File: config.mk
export PLATFORM = sky130hd
export DESIGN_NAME = mavlink_frame_parser
export DESIGN_NICKNAME = d
export VERILOG_FILES = /design/src/hdl/mfp_pkg.sv /design/src/hdl/mfp_front.sv /design/src/hdl/mfp_fifo.sv /design/src/hdl/mfp_back.sv /design/src/hdl/mavlink_frame_parser.sv
export SDC_FILE = /design/constraint.sdc
export NUM_CORES = 2
export LEC_CHECK = 0
export BUFFER_PORTS_ARGS = -buffer_cell sky130_fd_sc_hd__buf_2
export CAP_MARGIN = 0
export CORE_UTILIZATION = 55
export DETAILED_ROUTE_END_ITERATION = 6
export PLACE_DENSITY = 0.73
export SLEW_MARGIN = 20
export SYNTH_ARGS = -nofsm -noshare
export SYNTH_HDL_FRONTEND = slang
export SYNTH_HIERARCHICAL = 1
export SYNTH_SLANG_ARGS = --single-unit
export TNS_END_PERCENT = 20
File: constraint.sdc
create_clock -name aclk -period 43.2 [get_ports aclk]
set_clock_uncertainty 0.1 [all_clocks]
set_input_delay 2.16 -clock aclk [delete_from_list [all_inputs] [get_ports aclk]]
set_output_delay 2.16 -clock aclk [all_outputs]
set_load 0.02 [all_outputs]
File: src/hdl/mfp_pkg.sv
// ----------------------------------------------------------------------------
// mfp_pkg
// types, codes and crc helpers shared by the frame parser modules
// ----------------------------------------------------------------------------
package mfp_pkg;

    localparam logic [7:0] START_V1 = 8'hFE;
    localparam logic [7:0] START_V2 = 8'hFD;
    localparam logic [15:0] CRC_INIT = 16'hFFFF;
    localparam logic [3:0] HDR_V1 = 4'd6;
    localparam logic [3:0] HDR_V2 = 4'd10;
    localparam int PAY_KEEP = 30;

    localparam logic [23:0] ID_HEARTBEAT = 24'd0;
    localparam logic [23:0] ID_GPS_RAW = 24'd24;
    localparam logic [23:0] ID_ATTITUDE = 24'd30;
    localparam logic [23:0] ID_GLOBAL_POS = 24'd33;
    localparam logic [23:0] ID_STREAM_REQ = 24'd66;

    localparam logic [4:0] FC_NONE = 5'd0;
    localparam logic [4:0] FC_PEER = 5'd1;
    localparam logic [4:0] FC_ATT_TIME = 5'd2;
    localparam logic [4:0] FC_ROLL = 5'd3;
    localparam logic [4:0] FC_PITCH = 5'd4;
    localparam logic [4:0] FC_YAW = 5'd5;
    localparam logic [4:0] FC_ATT_VALID = 5'd6;
    localparam logic [4:0] FC_FIX = 5'd7;
    localparam logic [4:0] FC_LAT = 5'd8;
    localparam logic [4:0] FC_LON = 5'd9;
    localparam logic [4:0] FC_ALT = 5'd10;
    localparam logic [4:0] FC_COURSE = 5'd11;
    localparam logic [4:0] FC_SATS = 5'd12;
    localparam logic [4:0] FC_GPS_VALID = 5'd13;
    localparam logic [4:0] FC_REL_ALT = 5'd14;
    localparam logic [4:0] FC_VEL_X = 5'd15;
    localparam logic [4:0] FC_VEL_Y = 5'd16;
    localparam logic [4:0] FC_VEL_Z = 5'd17;

    typedef enum logic [2:0] {
        KIND_NONE,
        KIND_HEARTBEAT,
        KIND_ATTITUDE,
        KIND_GPS_RAW,
        KIND_GLOBAL_POS
    } kind_t;

    typedef struct packed {
        logic                         status;
        logic [23:0]                  msg_id;
        kind_t                        kind;
        logic [7:0]                   peer;
        logic [PAY_KEEP-1:0][7:0]     pay;
        logic [31:0]                  good_cnt;
        logic [31:0]                  bad_cnt;
    } frame_desc_t;

    function automatic logic [15:0] crc_step(input logic [7:0] b, input logic [15:0] crc);
        logic [7:0] t;
        t = b ^ crc[7:0];
        t = t ^ {t[3:0], 4'd0};
        return {8'd0, crc[15:8]} ^ {t, 8'd0} ^ {5'd0, t, 3'd0} ^ {12'd0, t[7:4]};
    endfunction

    function automatic logic [7:0] extra_byte(input logic [23:0] id);
        case (id)
            ID_HEARTBEAT:  return 8'd50;
            ID_GPS_RAW:    return 8'd24;
            ID_ATTITUDE:   return 8'd39;
            ID_GLOBAL_POS: return 8'd104;
            ID_STREAM_REQ: return 8'd148;
            default:       return 8'd0;
        endcase
    endfunction

endpackage

File: src/hdl/mfp_front.sv
// ----------------------------------------------------------------------------
// mfp_front
// byte hunter and frame collector: crc check, field capture, frame descriptor
// ----------------------------------------------------------------------------
module mfp_front #(
    parameter int FRAME_BUFFER_BYTES = 512
) (
    input  logic                 aclk,
    input  logic                 aresetn,
    input  logic                 byte_valid_i,
    input  logic [7:0]           byte_i,
    output logic                 byte_ready_o,
    output logic                 push_o,
    output mfp_pkg::frame_desc_t desc_o,
    input  logic                 fifo_ready_i
);
    import mfp_pkg::*;

    localparam int HW = $clog2(FRAME_BUFFER_BYTES + 1);
    localparam int CW = (HW > 10) ? HW + 1 : 11;
    localparam logic [HW-1:0] FULL_AT = HW'(FRAME_BUFFER_BYTES);

    logic [HW-1:0]  held_reg, held_next;
    logic [9:0]     fexp_reg, fexp_next;
    logic [3:0]     hs_reg, hs_next;
    logic [15:0]    crc_reg, crc_next;
    logic           v1_reg, v1_next;
    logic [7:0]     plen_reg, plen_next;
    logic [23:0]    id_reg, id_next;
    logic [7:0]     peer_reg, peer_next;
    logic [7:0]     rxlo_reg, rxlo_next;
    logic [PAY_KEEP-1:0][7:0] pay_reg, pay_next;
    logic [31:0]    good_reg, good_next, bad_reg, bad_next;

    logic           accept, idle, done;
    logic [3:0]     hs_eff;
    logic [15:0]    crc_eff, crc_fin;
    logic [9:0]     fexp_eff;
    logic [CW-1:0]  idx_w, fexp_w, jj;
    logic           crc_ok;
    frame_desc_t    desc;

    assign byte_ready_o = fifo_ready_i;
    assign accept = byte_valid_i && byte_ready_o;
    assign idle = (held_reg == '0);

    always_comb begin
        held_next = held_reg;
        fexp_next = fexp_reg;
        hs_next = hs_reg;
        crc_next = crc_reg;
        v1_next = v1_reg;
        plen_next = plen_reg;
        id_next = id_reg;
        peer_next = peer_reg;
        rxlo_next = rxlo_reg;
        pay_next = pay_reg;
        good_next = good_reg;
        bad_next = bad_reg;
        done = 1'b0;
        crc_ok = 1'b0;
        hs_eff = hs_reg;
        crc_eff = crc_reg;
        fexp_eff = fexp_reg;
        crc_fin = crc_reg;
        idx_w = CW'(held_reg);
        jj = '0;
        fexp_w = '0;
        if (accept && !(idle && byte_i != START_V1 && byte_i != START_V2)) begin
            if (idle) begin
                hs_eff = (byte_i == START_V1) ? HDR_V1 : HDR_V2;
                crc_eff = CRC_INIT;
            end
            hs_next = hs_eff;
            crc_next = crc_eff;
            if (held_reg >= FULL_AT) begin
                held_next = '0;
                fexp_next = '0;
            end else begin
                held_next = held_reg + 1'b1;
                if (idx_w == CW'(0)) v1_next = (byte_i == START_V1);
                if (idx_w == CW'(1)) begin
                    fexp_eff = 10'(hs_eff) + 10'(byte_i) + 10'd2;
                    plen_next = byte_i;
                end
                fexp_w = CW'(fexp_eff);
                if (idx_w >= CW'(1) && fexp_eff != '0 && idx_w < fexp_w - CW'(2))
                    crc_next = crc_step(byte_i, crc_eff);
                fexp_next = fexp_eff;
                // header capture
                if (v1_reg && idx_w == CW'(5)) id_next = {16'd0, byte_i};
                if (!v1_reg && idx_w == CW'(7)) id_next[7:0] = byte_i;
                if (!v1_reg && idx_w == CW'(8)) id_next[15:8] = byte_i;
                if (!v1_reg && idx_w == CW'(9)) id_next[23:16] = byte_i;
                if ((v1_reg && idx_w == CW'(3)) || (!v1_reg && idx_w == CW'(5)))
                    peer_next = byte_i;
                // payload capture of the decoded window
                jj = idx_w - CW'(hs_eff);
                if (idx_w >= CW'(hs_eff) && jj < CW'(PAY_KEEP))
                    pay_next[jj[4:0]] = byte_i;
                if (fexp_eff != '0 && idx_w == fexp_w - CW'(2)) rxlo_next = byte_i;
                if (fexp_eff != '0 && idx_w + CW'(1) >= fexp_w) begin
                    done = 1'b1;
                    crc_fin = crc_step(extra_byte(id_reg), crc_eff);
                    crc_ok = ({byte_i, rxlo_reg} == crc_fin);
                    held_next = '0;
                    fexp_next = '0;
                    crc_next = CRC_INIT;
                    if (crc_ok) good_next = good_reg + 32'd1;
                    else bad_next = bad_reg + 32'd1;
                end
            end
        end
    end

    always_comb begin
        desc.status = !crc_ok;
        desc.msg_id = id_reg;
        desc.peer = peer_reg;
        desc.pay = pay_next;
        desc.good_cnt = good_next;
        desc.bad_cnt = bad_next;
        desc.kind = KIND_NONE;
        if (crc_ok) begin
            if (id_reg == ID_HEARTBEAT) desc.kind = KIND_HEARTBEAT;
            else if (id_reg == ID_ATTITUDE && plen_reg >= 8'd16) desc.kind = KIND_ATTITUDE;
            else if (id_reg == ID_GPS_RAW && plen_reg >= 8'd30) desc.kind = KIND_GPS_RAW;
            else if (id_reg == ID_GLOBAL_POS && plen_reg >= 8'd28)
                desc.kind = KIND_GLOBAL_POS;
        end
    end

    assign push_o = done;
    assign desc_o = desc;

    always_ff @(posedge aclk) begin
        if (!aresetn) begin
            held_reg <= '0;
            fexp_reg <= '0;
            hs_reg <= '0;
            crc_reg <= CRC_INIT;
            v1_reg <= 1'b0;
            good_reg <= '0;
            bad_reg <= '0;
        end else begin
            held_reg <= held_next;
            fexp_reg <= fexp_next;
            hs_reg <= hs_next;
            crc_reg <= crc_next;
            v1_reg <= v1_next;
            good_reg <= good_next;
            bad_reg <= bad_next;
        end
    end

    always_ff @(posedge aclk) begin
        plen_reg <= plen_next;
        id_reg <= id_next;
        peer_reg <= peer_next;
        rxlo_reg <= rxlo_next;
        pay_reg <= pay_next;
    end

    a_held_bound: assert property (@(posedge aclk) disable iff (!aresetn)
        held_reg <= FULL_AT) else $error("byte count beyond buffer");
    a_fexp_held: assert property (@(posedge aclk) disable iff (!aresetn)
        (fexp_reg != '0) |-> (held_reg >= HW'(2))) else $error("length without header");
    a_push_room: assert property (@(posedge aclk) disable iff (!aresetn)
        push_o |-> fifo_ready_i) else $error("push into full queue");

endmodule

File: src/hdl/mfp_fifo.sv
// ----------------------------------------------------------------------------
// mfp_fifo
// two-entry descriptor queue between the collector and the emitter
// ----------------------------------------------------------------------------
module mfp_fifo #(
    parameter int WIDTH = 8
) (
    input  logic             aclk,
    input  logic             aresetn,
    input  logic             push_i,
    input  logic [WIDTH-1:0] data_i,
    output logic             ready_o,
    input  logic             pop_i,
    output logic             valid_o,
    output logic [WIDTH-1:0] data_o
);
    logic [1:0][WIDTH-1:0] mem_reg;
    logic       wp_reg, rp_reg;
    logic [1:0] cnt_reg;

    assign ready_o = (cnt_reg != 2'd2);
    assign valid_o = (cnt_reg != 2'd0);
    assign data_o = mem_reg[rp_reg];

    always_ff @(posedge aclk) begin
        if (push_i) mem_reg[wp_reg] <= data_i;
    end

    always_ff @(posedge aclk) begin
        if (!aresetn) begin
            wp_reg <= 1'b0;
            rp_reg <= 1'b0;
            cnt_reg <= 2'd0;
        end else begin
            if (push_i) wp_reg <= !wp_reg;
            if (pop_i) rp_reg <= !rp_reg;
            cnt_reg <= cnt_reg + {1'b0, push_i} - {1'b0, pop_i};
        end
    end

endmodule

File: src/hdl/mfp_back.sv
// ----------------------------------------------------------------------------
// mfp_back
// field emitter: walks one frame descriptor into tagged result beats
// ----------------------------------------------------------------------------
module mfp_back (
    input  logic                 aclk,
    input  logic                 aresetn,
    input  logic                 head_valid_i,
    input  mfp_pkg::frame_desc_t head_i,
    output logic                 pop_o,
    output logic                 out_valid_o,
    input  logic                 out_ready_i,
    output logic [121:0]         out_data_o,
    output logic [4:0]           out_code_o,
    output logic                 out_last_o
);
    import mfp_pkg::*;

    logic [3:0]   k_reg;
    logic         mv_reg;
    logic [121:0] data_reg;
    logic [4:0]   code_reg;
    logic         last_reg;

    logic [3:0]   n_items;
    logic [4:0]   code;
    logic [32:0]  val;
    logic         load, last;
    logic [31:0]  lat, lon;

    function automatic logic [31:0] w32(input logic [PAY_KEEP-1:0][7:0] p, input int o);
        return {p[o+3], p[o+2], p[o+1], p[o]};
    endfunction

    function automatic logic [15:0] w16(input logic [PAY_KEEP-1:0][7:0] p, input int o);
        return {p[o+1], p[o]};
    endfunction

    always_comb begin
        code = FC_NONE;
        val = '0;
        n_items = 4'd1;
        lat = '0;
        lon = '0;
        case (head_i.kind)
            KIND_HEARTBEAT: begin
                code = FC_PEER;
                val = {25'd0, head_i.peer};
            end
            KIND_ATTITUDE: begin
                n_items = 4'd5;
                case (k_reg)
                    4'd0: begin code = FC_ATT_TIME; val = {1'b0, w32(head_i.pay, 0)}; end
                    4'd1: begin code = FC_ROLL; val = {1'b0, w32(head_i.pay, 4)}; end
                    4'd2: begin code = FC_PITCH; val = {1'b0, w32(head_i.pay, 8)}; end
                    4'd3: begin code = FC_YAW; val = {1'b0, w32(head_i.pay, 12)}; end
                    default: begin code = FC_ATT_VALID; val = 33'd1; end
                endcase
            end
            KIND_GPS_RAW: begin
                n_items = 4'd7;
                lat = w32(head_i.pay, 8);
                lon = w32(head_i.pay, 12);
                case (k_reg)
                    4'd0: begin code = FC_FIX; val = {25'd0, head_i.pay[28]}; end
                    4'd1: begin code = FC_LAT; val = {lat[31], lat}; end
                    4'd2: begin code = FC_LON; val = {lon[31], lon}; end
                    4'd3: begin
                        code = FC_ALT;
                        val = {head_i.pay[19][7], w32(head_i.pay, 16)};
                    end
                    4'd4: begin code = FC_COURSE; val = {17'd0, w16(head_i.pay, 26)}; end
                    4'd5: begin code = FC_SATS; val = {25'd0, head_i.pay[29]}; end
                    default: begin
                        code = FC_GPS_VALID;
                        val = {32'd0, (head_i.pay[28] >= 8'd2) && lat != '0 && lon != '0};
                    end
                endcase
            end
            KIND_GLOBAL_POS: begin
                n_items = 4'd9;
                lat = w32(head_i.pay, 4);
                lon = w32(head_i.pay, 8);
                case (k_reg)
                    4'd0: begin code = FC_LAT; val = {lat[31], lat}; end
                    4'd1: begin code = FC_LON; val = {lon[31], lon}; end
                    4'd2: begin
                        code = FC_ALT;
                        val = {head_i.pay[15][7], w32(head_i.pay, 12)};
                    end
                    4'd3: begin
                        code = FC_REL_ALT;
                        val = {head_i.pay[19][7], w32(head_i.pay, 16)};
                    end
                    4'd4: begin
                        code = FC_VEL_X;
                        val = {{17{head_i.pay[21][7]}}, w16(head_i.pay, 20)};
                    end
                    4'd5: begin
                        code = FC_VEL_Y;
                        val = {{17{head_i.pay[23][7]}}, w16(head_i.pay, 22)};
                    end
                    4'd6: begin
                        code = FC_VEL_Z;
                        val = {{17{head_i.pay[25][7]}}, w16(head_i.pay, 24)};
                    end
                    4'd7: begin code = FC_COURSE; val = {17'd0, w16(head_i.pay, 26)}; end
                    default: begin
                        code = FC_GPS_VALID;
                        val = {32'd0, lat != '0 && lon != '0};
                    end
                endcase
            end
            default: begin
                code = FC_NONE;
                val = '0;
            end
        endcase
    end

    assign load = head_valid_i && (!mv_reg || out_ready_i);
    assign last = (k_reg == n_items - 4'd1);
    assign pop_o = load && last;

    always_ff @(posedge aclk) begin
        if (!aresetn) begin
            k_reg <= '0;
            mv_reg <= 1'b0;
        end else begin
            if (load) k_reg <= last ? 4'd0 : k_reg + 4'd1;
            if (load) mv_reg <= 1'b1;
            else if (out_ready_i) mv_reg <= 1'b0;
        end
    end

    always_ff @(posedge aclk) begin
        if (load) begin
            data_reg <= {head_i.bad_cnt, head_i.good_cnt, val, head_i.msg_id, head_i.status};
            code_reg <= code;
            last_reg <= last;
        end
    end

    assign out_valid_o = mv_reg;
    assign out_data_o = data_reg;
    assign out_code_o = code_reg;
    assign out_last_o = last_reg;

    a_k_bound: assert property (@(posedge aclk) disable iff (!aresetn)
        k_reg <= 4'd8) else $error("field index out of range");
    a_idle_k: assert property (@(posedge aclk) disable iff (!aresetn)
        !head_valid_i |-> (k_reg == 4'd0)) else $error("index left over without frame");
    a_pop_fill: assert property (@(posedge aclk) disable iff (!aresetn)
        pop_o |=> (mv_reg && last_reg)) else $error("frame popped without last beat");

endmodule

File: src/hdl/mavlink_frame_parser.sv
// ----------------------------------------------------------------------------
// mavlink_frame_parser
// v1/v2 link frame parser with x25 crc check and tagged field output
// ----------------------------------------------------------------------------
// path: the first result beat of a frame follows the acceptance of the last byte
//   of the frame through the queue write, then the output register
// throughput: one byte per cycle in, one result beat per cycle out while m_tready
//   is high; a frame gives 1 to 9 beats, a two-entry frame queue decouples the
//   two sides and byte intake stalls only while the queue holds two frames
// reset: aresetn synchronous active low, clears hunt state, crc and counters
// ----------------------------------------------------------------------------
module mavlink_frame_parser #(
    parameter int FRAME_BUFFER_BYTES = 512
) (
    input  logic         aclk,
    input  logic         aresetn,
    input  logic         s_tvalid,
    output logic         s_tready,
    input  logic [7:0]   s_tdata,   // [7:0] rx_byte
    output logic         m_tvalid,
    input  logic         m_tready,
    // [0] frame_status, [24:1] message_id, [57:25] field_value,
    // [89:58] good_count, [121:90] bad_count, [127:122] zero
    output logic [127:0] m_tdata,
    output logic [4:0]   m_tuser,   // [4:0] field_code
    output logic         m_tlast    // last_of_frame
);
    import mfp_pkg::*;

    // front to queue
    logic        push, fifo_ready;
    frame_desc_t desc_in;
    // queue to back
    logic        head_valid, pop;
    frame_desc_t head;
    logic [121:0] out_data;

    // hunts start bytes, tracks length and crc, captures decoded fields
    mfp_front #(.FRAME_BUFFER_BYTES(FRAME_BUFFER_BYTES)) u_front (
        .aclk(aclk), .aresetn(aresetn),
        .byte_valid_i(s_tvalid), .byte_i(s_tdata), .byte_ready_o(s_tready),
        .push_o(push), .desc_o(desc_in), .fifo_ready_i(fifo_ready)
    );

    // short frame queue so byte intake waits on field emission only while it holds two frames
    mfp_fifo #(.WIDTH($bits(frame_desc_t))) u_fifo (
        .aclk(aclk), .aresetn(aresetn),
        .push_i(push), .data_i(desc_in), .ready_o(fifo_ready),
        .pop_i(pop), .valid_o(head_valid), .data_o(head)
    );

    // expands each frame into its result beats behind an output register
    mfp_back u_back (
        .aclk(aclk), .aresetn(aresetn),
        .head_valid_i(head_valid), .head_i(head), .pop_o(pop),
        .out_valid_o(m_tvalid), .out_ready_i(m_tready),
        .out_data_o(out_data), .out_code_o(m_tuser), .out_last_o(m_tlast)
    );

    assign m_tdata = {6'd0, out_data};

endmodule

==> results.md <==
Critical path:
- The element type at the critical path start is an input port.
- The critical path data required time is 43.42 ns.
- The worst-case reg-to-reg path depth is 24.
- The source of the worst register-to-register timing path is u_front/held_reg[1].
- The endpoint identified for the worst register-to-register timing path is u_fifo/mem_reg[157].
- The arrival time of the worst setup path is 10.72 ns.
- The critical path in this run is classified as input port to flip-flop.
- The worst setup path is captured at a flip-flop.
- The worst register-to-register path has a setup slack of around 33 ns.
- The largest fanout on the critical path is 73.

Layout:
- The layout net count is around 3600.
- The synthesis-to-layout area growth is 10.8%.
- The post-route non-filler standard cell count is between 4000 and 5000.
- The register with the most flip-flops in the layout has a little under 700 of them.
- In the final layout, the multi-input gates occupy between 15000 and 20000 µm².
- The flip-flop and latch area is ~33000 µm².
- After routing the design area is around 57000 µm².
- The number of fill cells is slightly below 7000.
- The layout cell share with drive strength beyond 1 is between 20% and 30%.
- The share of the core filled with cells in the final layout is about three fifths.

Status:
- The run finished, with violations left.
- The checks that failed: DRC.

Floorplanning:
- In this run the core area contains between 100 and 150 standard-cell rows.
- The horizontal die dimension is ~310 µm.
- The vertical die dimension is 307 µm.
- The placeable core area is 91900 µm².
- In this run the count of I/O pins placed on the die edge is 148.
- The starting density of the core is 55.6%.
- The floorplan step defined a die boundary enclosing 94200 µm².

Drt:
- For this run, design rule violations remaining after detail routing come to 5.
- The detail-routed net length per standard cell is about 23 µm.
- Summed over all nets, wire length on met2 after detailed routing comes to 54100 µm.
- The iteration count of the initial detailed-routing pass is 7.
- For this block, the via count after detailed routing is slightly below 30000.
- The top layer used by detailed routing is met4.
- In this run, the number of DRC markers left after iteration 0 of detailed routing was 3204.
- The detail route stage leaves a number of antenna-violating nets equal to 0.
- The met3 wire length is between 8000 and 9000 µm.
- For this block, wires on met1 add up to around 49000 µm.
- The post-detailed-route via-to-cell ratio is ~6.1.
- Wires add up to 114000 µm.

Placed design:
- The cell total after placement is 4651.
- The weighted congestion at the end of routability-driven global placement is 0.871.
- The cell area after placement is 52700 µm².
- The number of buffer cells added on primary ports is about 140.
- After legalization and detailed placement, the total HPWL measured 70100 µm.

Timing:
- Setup repair after global routing left no endpoint under its margin.
- Based on the critical path, the design can be clocked at up to 95.3 MHz.
- The tightest slew margin relative to the limit is about a fifth.
- The sum of negative setup slack is 0 ns.
- Counting I/O delays and the setup requirement, the final critical path takes about 10 ns.
- The max-slew violation count is 0.
- In the finished design, the share of the clock period the worst path needs comes to roughly 24%.
- The slew of the pin with the lowest slew margin is roughly 1.2 ns.
- Setup violations remaining at the end of the flow were counted as 0.
- The final number of hold-violating endpoints came to 0.
- The worst slack on hold paths is 0.341 ns.

Hold path:
- The worst hold path passes through 0 cells.
- The hold-critical path endpoint is u_fifo/mem_reg[649].
- The path class of the tightest hold or removal check is flip-flop to flip-flop.
- In this run the most critical hold path is launched from u_front/peer_reg[5].

CTS:
- The total CTS buffers is 117.
- The clock latency on the worst-skew pair is approximately 0.7 ns.
- The cell sitting at the root of the clock tree is a clkbuf_16.
- CTS built an H-tree with a depth of 3.
- The number of buffers inserted for hold repair after clock tree synthesis is 0.
- The post-CTS repair timing setup buffer count is 0.
- The number of gates resized after CTS was 0.
- The post-CTS clock slew at the launch and capture registers of the worst setup and hold paths is about 0.06 ns.
- CTS saw roughly 1200 sinks.
- TritonCTS built the clock tree.
- The maximum root-to-sink buffer count is 3.

Synth:
- The number of enable flip-flop cells after synthesis is 855.
- The share of synthesized flip-flops with an asynchronous set or reset is 0%.
- The number of distinct library cell variants in the gate-level netlist after synthesis is just under 100.
- Synthesis produced a netlist whose cell count is between 3000 and 4000.
- The synthesized design contains around 1200 register bits.
- The top flip-flop cell by instance count after synthesis is edfxtp_1.
- The cell area that synthesis handed to floorplanning was 51200 µm².
- Sequential cells were found to cover ~64% of the synthesized design area.
- Each instance of the synthesized netlist takes up on average between 10 and 15 µm².
- The count of synthesis-stage warnings from yosys is 6.

GRT:
- The via count of the first global-routing pass was 29000.
- Global routing finished with a remaining overflow of 0.
- The number of antenna violations at the first check in global routing came to 1.
- The pin count of the biggest net entering global routing is 170.
- The global-route usage over all layers is 24.1%.
- The global-route wire length before repair is about 170000 µm.

Power:
- The leakage dissipation is about 0.020 µW.
- The total power per unit cell area is 50.1 nW/µm².
- The maximum vdd ir drop is around 0.036 mV.

Flow run:
- The tool flagged a number of max-cap violations equal to 0.
==> worst max-delay path by stage <==
| stage | start | end |
|---|---|---|
| final | s_tdata[6] | u_fifo/mem_reg[157] |
| after global routing | s_tdata[6] | u_fifo/mem_reg[125] |
| after CTS | s_tdata[6] | u_fifo/mem_reg[214] |
| after detailed placement | s_tdata[6] | u_fifo/mem_reg[214] |
| after global placement | s_tdata[6] | u_fifo/mem_reg[94] |
| after floorplan | s_tdata[6] | u_fifo/wp_reg |
==> layout make-up <==
type                    instances  area share [%]
flip-flops and latches       1209            57.8
multi-input cells            1967            30.1
clock buffers                 181            6.13
well taps                    1243            2.74
repair buffers                192            2.00
clock inverters                42           0.874
inverters                      41           0.272
diodes                          3          0.0132
==> through the flow <==
stage / worst slack, ns / total power [µW]
final: 32.70 / 2840
after global routing: 32.10 / 2930
after CTS: 32.23 / 2850
after detailed placement: 31.52 / 1830
after global placement: 31.63 / 1820
after floorplan: 20.89 / 1700
==> routing by layer <==
metal	track usage [%]	vias up
li1	-	13400
met1	33.9	14800
met2	38.8	1191
met3	3.41	218
met4	7.44	0
met5	0	-
==> power breakdown <==
group / leakage (µW) / switching [µW] / total, µW / internal (µW)
Sequential: 0.0108 / 23.5 / 1330 / 1310
Clock: 0.00193 / 430 / 1030 / 602
Combinational: 0.00780 / 289 / 476 / 188
Total: 0.0205 / 742 / 2840 / 2090
==> cells by family after synthesis <==
group	share of synthesized area, %
other	0.00733
AO/OA/AOI/OAI	7.03
multiplexers	15.7
buffers and inverters	2.71
flip-flops	64.0
AND/OR/NAND/NOR	7.20
adder cells (fa/ha/maj)	1.09
XOR/XNOR	2.17
==> worst max-delay path, stage by stage <==
cell,delay [ns]
buf_2,0.70
and3_1,0.33
nand4_1,0.13
nor3b_1,0.29
nand2_1,0.10
and2_1,0.17
inv_1,0.06
ha_1,0.24
fa_1,0.41
a21o_1,0.21
a21oi_1,0.17
xnor2_1,0.17
mux2i_1,0.20
ha_1,0.36
o2111ai_1,0.12
o21a_1,0.22
o2111ai_1,0.18
a21o_1,0.22
o211ai_4,0.08
buf_4,0.29
inv_2,0.46
nor2b_4,0.67
buf_4,0.92
buf_4,0.73
buf_4,0.93
==> synth_stat cells, types with 13 or more instances <==
| master | n | area share (%) |
|---|---|---|
| nor2_1 | 98 | 0.72 |
| a222oi_1 | 40 | 0.78 |
| mux2i_1 | 39 | 0.76 |
| buf_2 | 35 | 0.34 |
| edfxtp_1 | 855 | 50 |
| a21oi_1 | 109 | 1.1 |
| inv_1 | 39 | 0.29 |
| a31oi_1 | 35 | 0.43 |
| o21ai_0 | 48 | 0.47 |
| and2_1 | 41 | 0.50 |
| clkbuf_1 | 117 | 0.86 |
| nor3_1 | 40 | 0.39 |
| a22o_1 | 26 | 0.45 |
| a22oi_1 | 66 | 0.97 |
| and3_1 | 30 | 0.37 |
| or4_1 | 13 | 0.19 |
| o22a_1 | 15 | 0.26 |
| buf_8 | 22 | 0.65 |
| a221oi_1 | 18 | 0.31 |
| nand3_1 | 82 | 0.80 |
| dfxtp_1 | 354 | 14 |
| nand2b_1 | 27 | 0.33 |
| nand2_1 | 153 | 1.1 |
| nor4_1 | 52 | 0.64 |
| ha_1 | 43 | 1.1 |
| buf_6 | 16 | 0.35 |
| xor2_1 | 47 | 0.80 |
| mux2_4 | 290 | 8.5 |
| nand4_1 | 29 | 0.35 |
| mux2_2 | 294 | 6.5 |
| or3_1 | 25 | 0.31 |
| xnor2_1 | 72 | 1.2 |
| o21ai_1 | 17 | 0.17 |
==> cells in the final DEF, fill, tap and decap left out, drive strengths merged, types with 13 or more instances in the layout <==
cell      n
edfxtp  855
mux2    584
dfxtp   354
buf     192
clkbuf  181
nand2   153
a21oi   109
nor2    101
nand3    82
xnor2    72
a22oi    66
o21ai    66
nor4     63
xor2     47
ha       43
inv      43
and2     42
nor3     41
a222oi   40
mux2i    39
a31oi    39
and3     30
nand4    29
nand2b   27
a22o     26
or3      26
clkinv   26
a221oi   18
or4      16
o22a     15
nor3b    13
No activity file was read; power rests on OpenSTA's default activity.
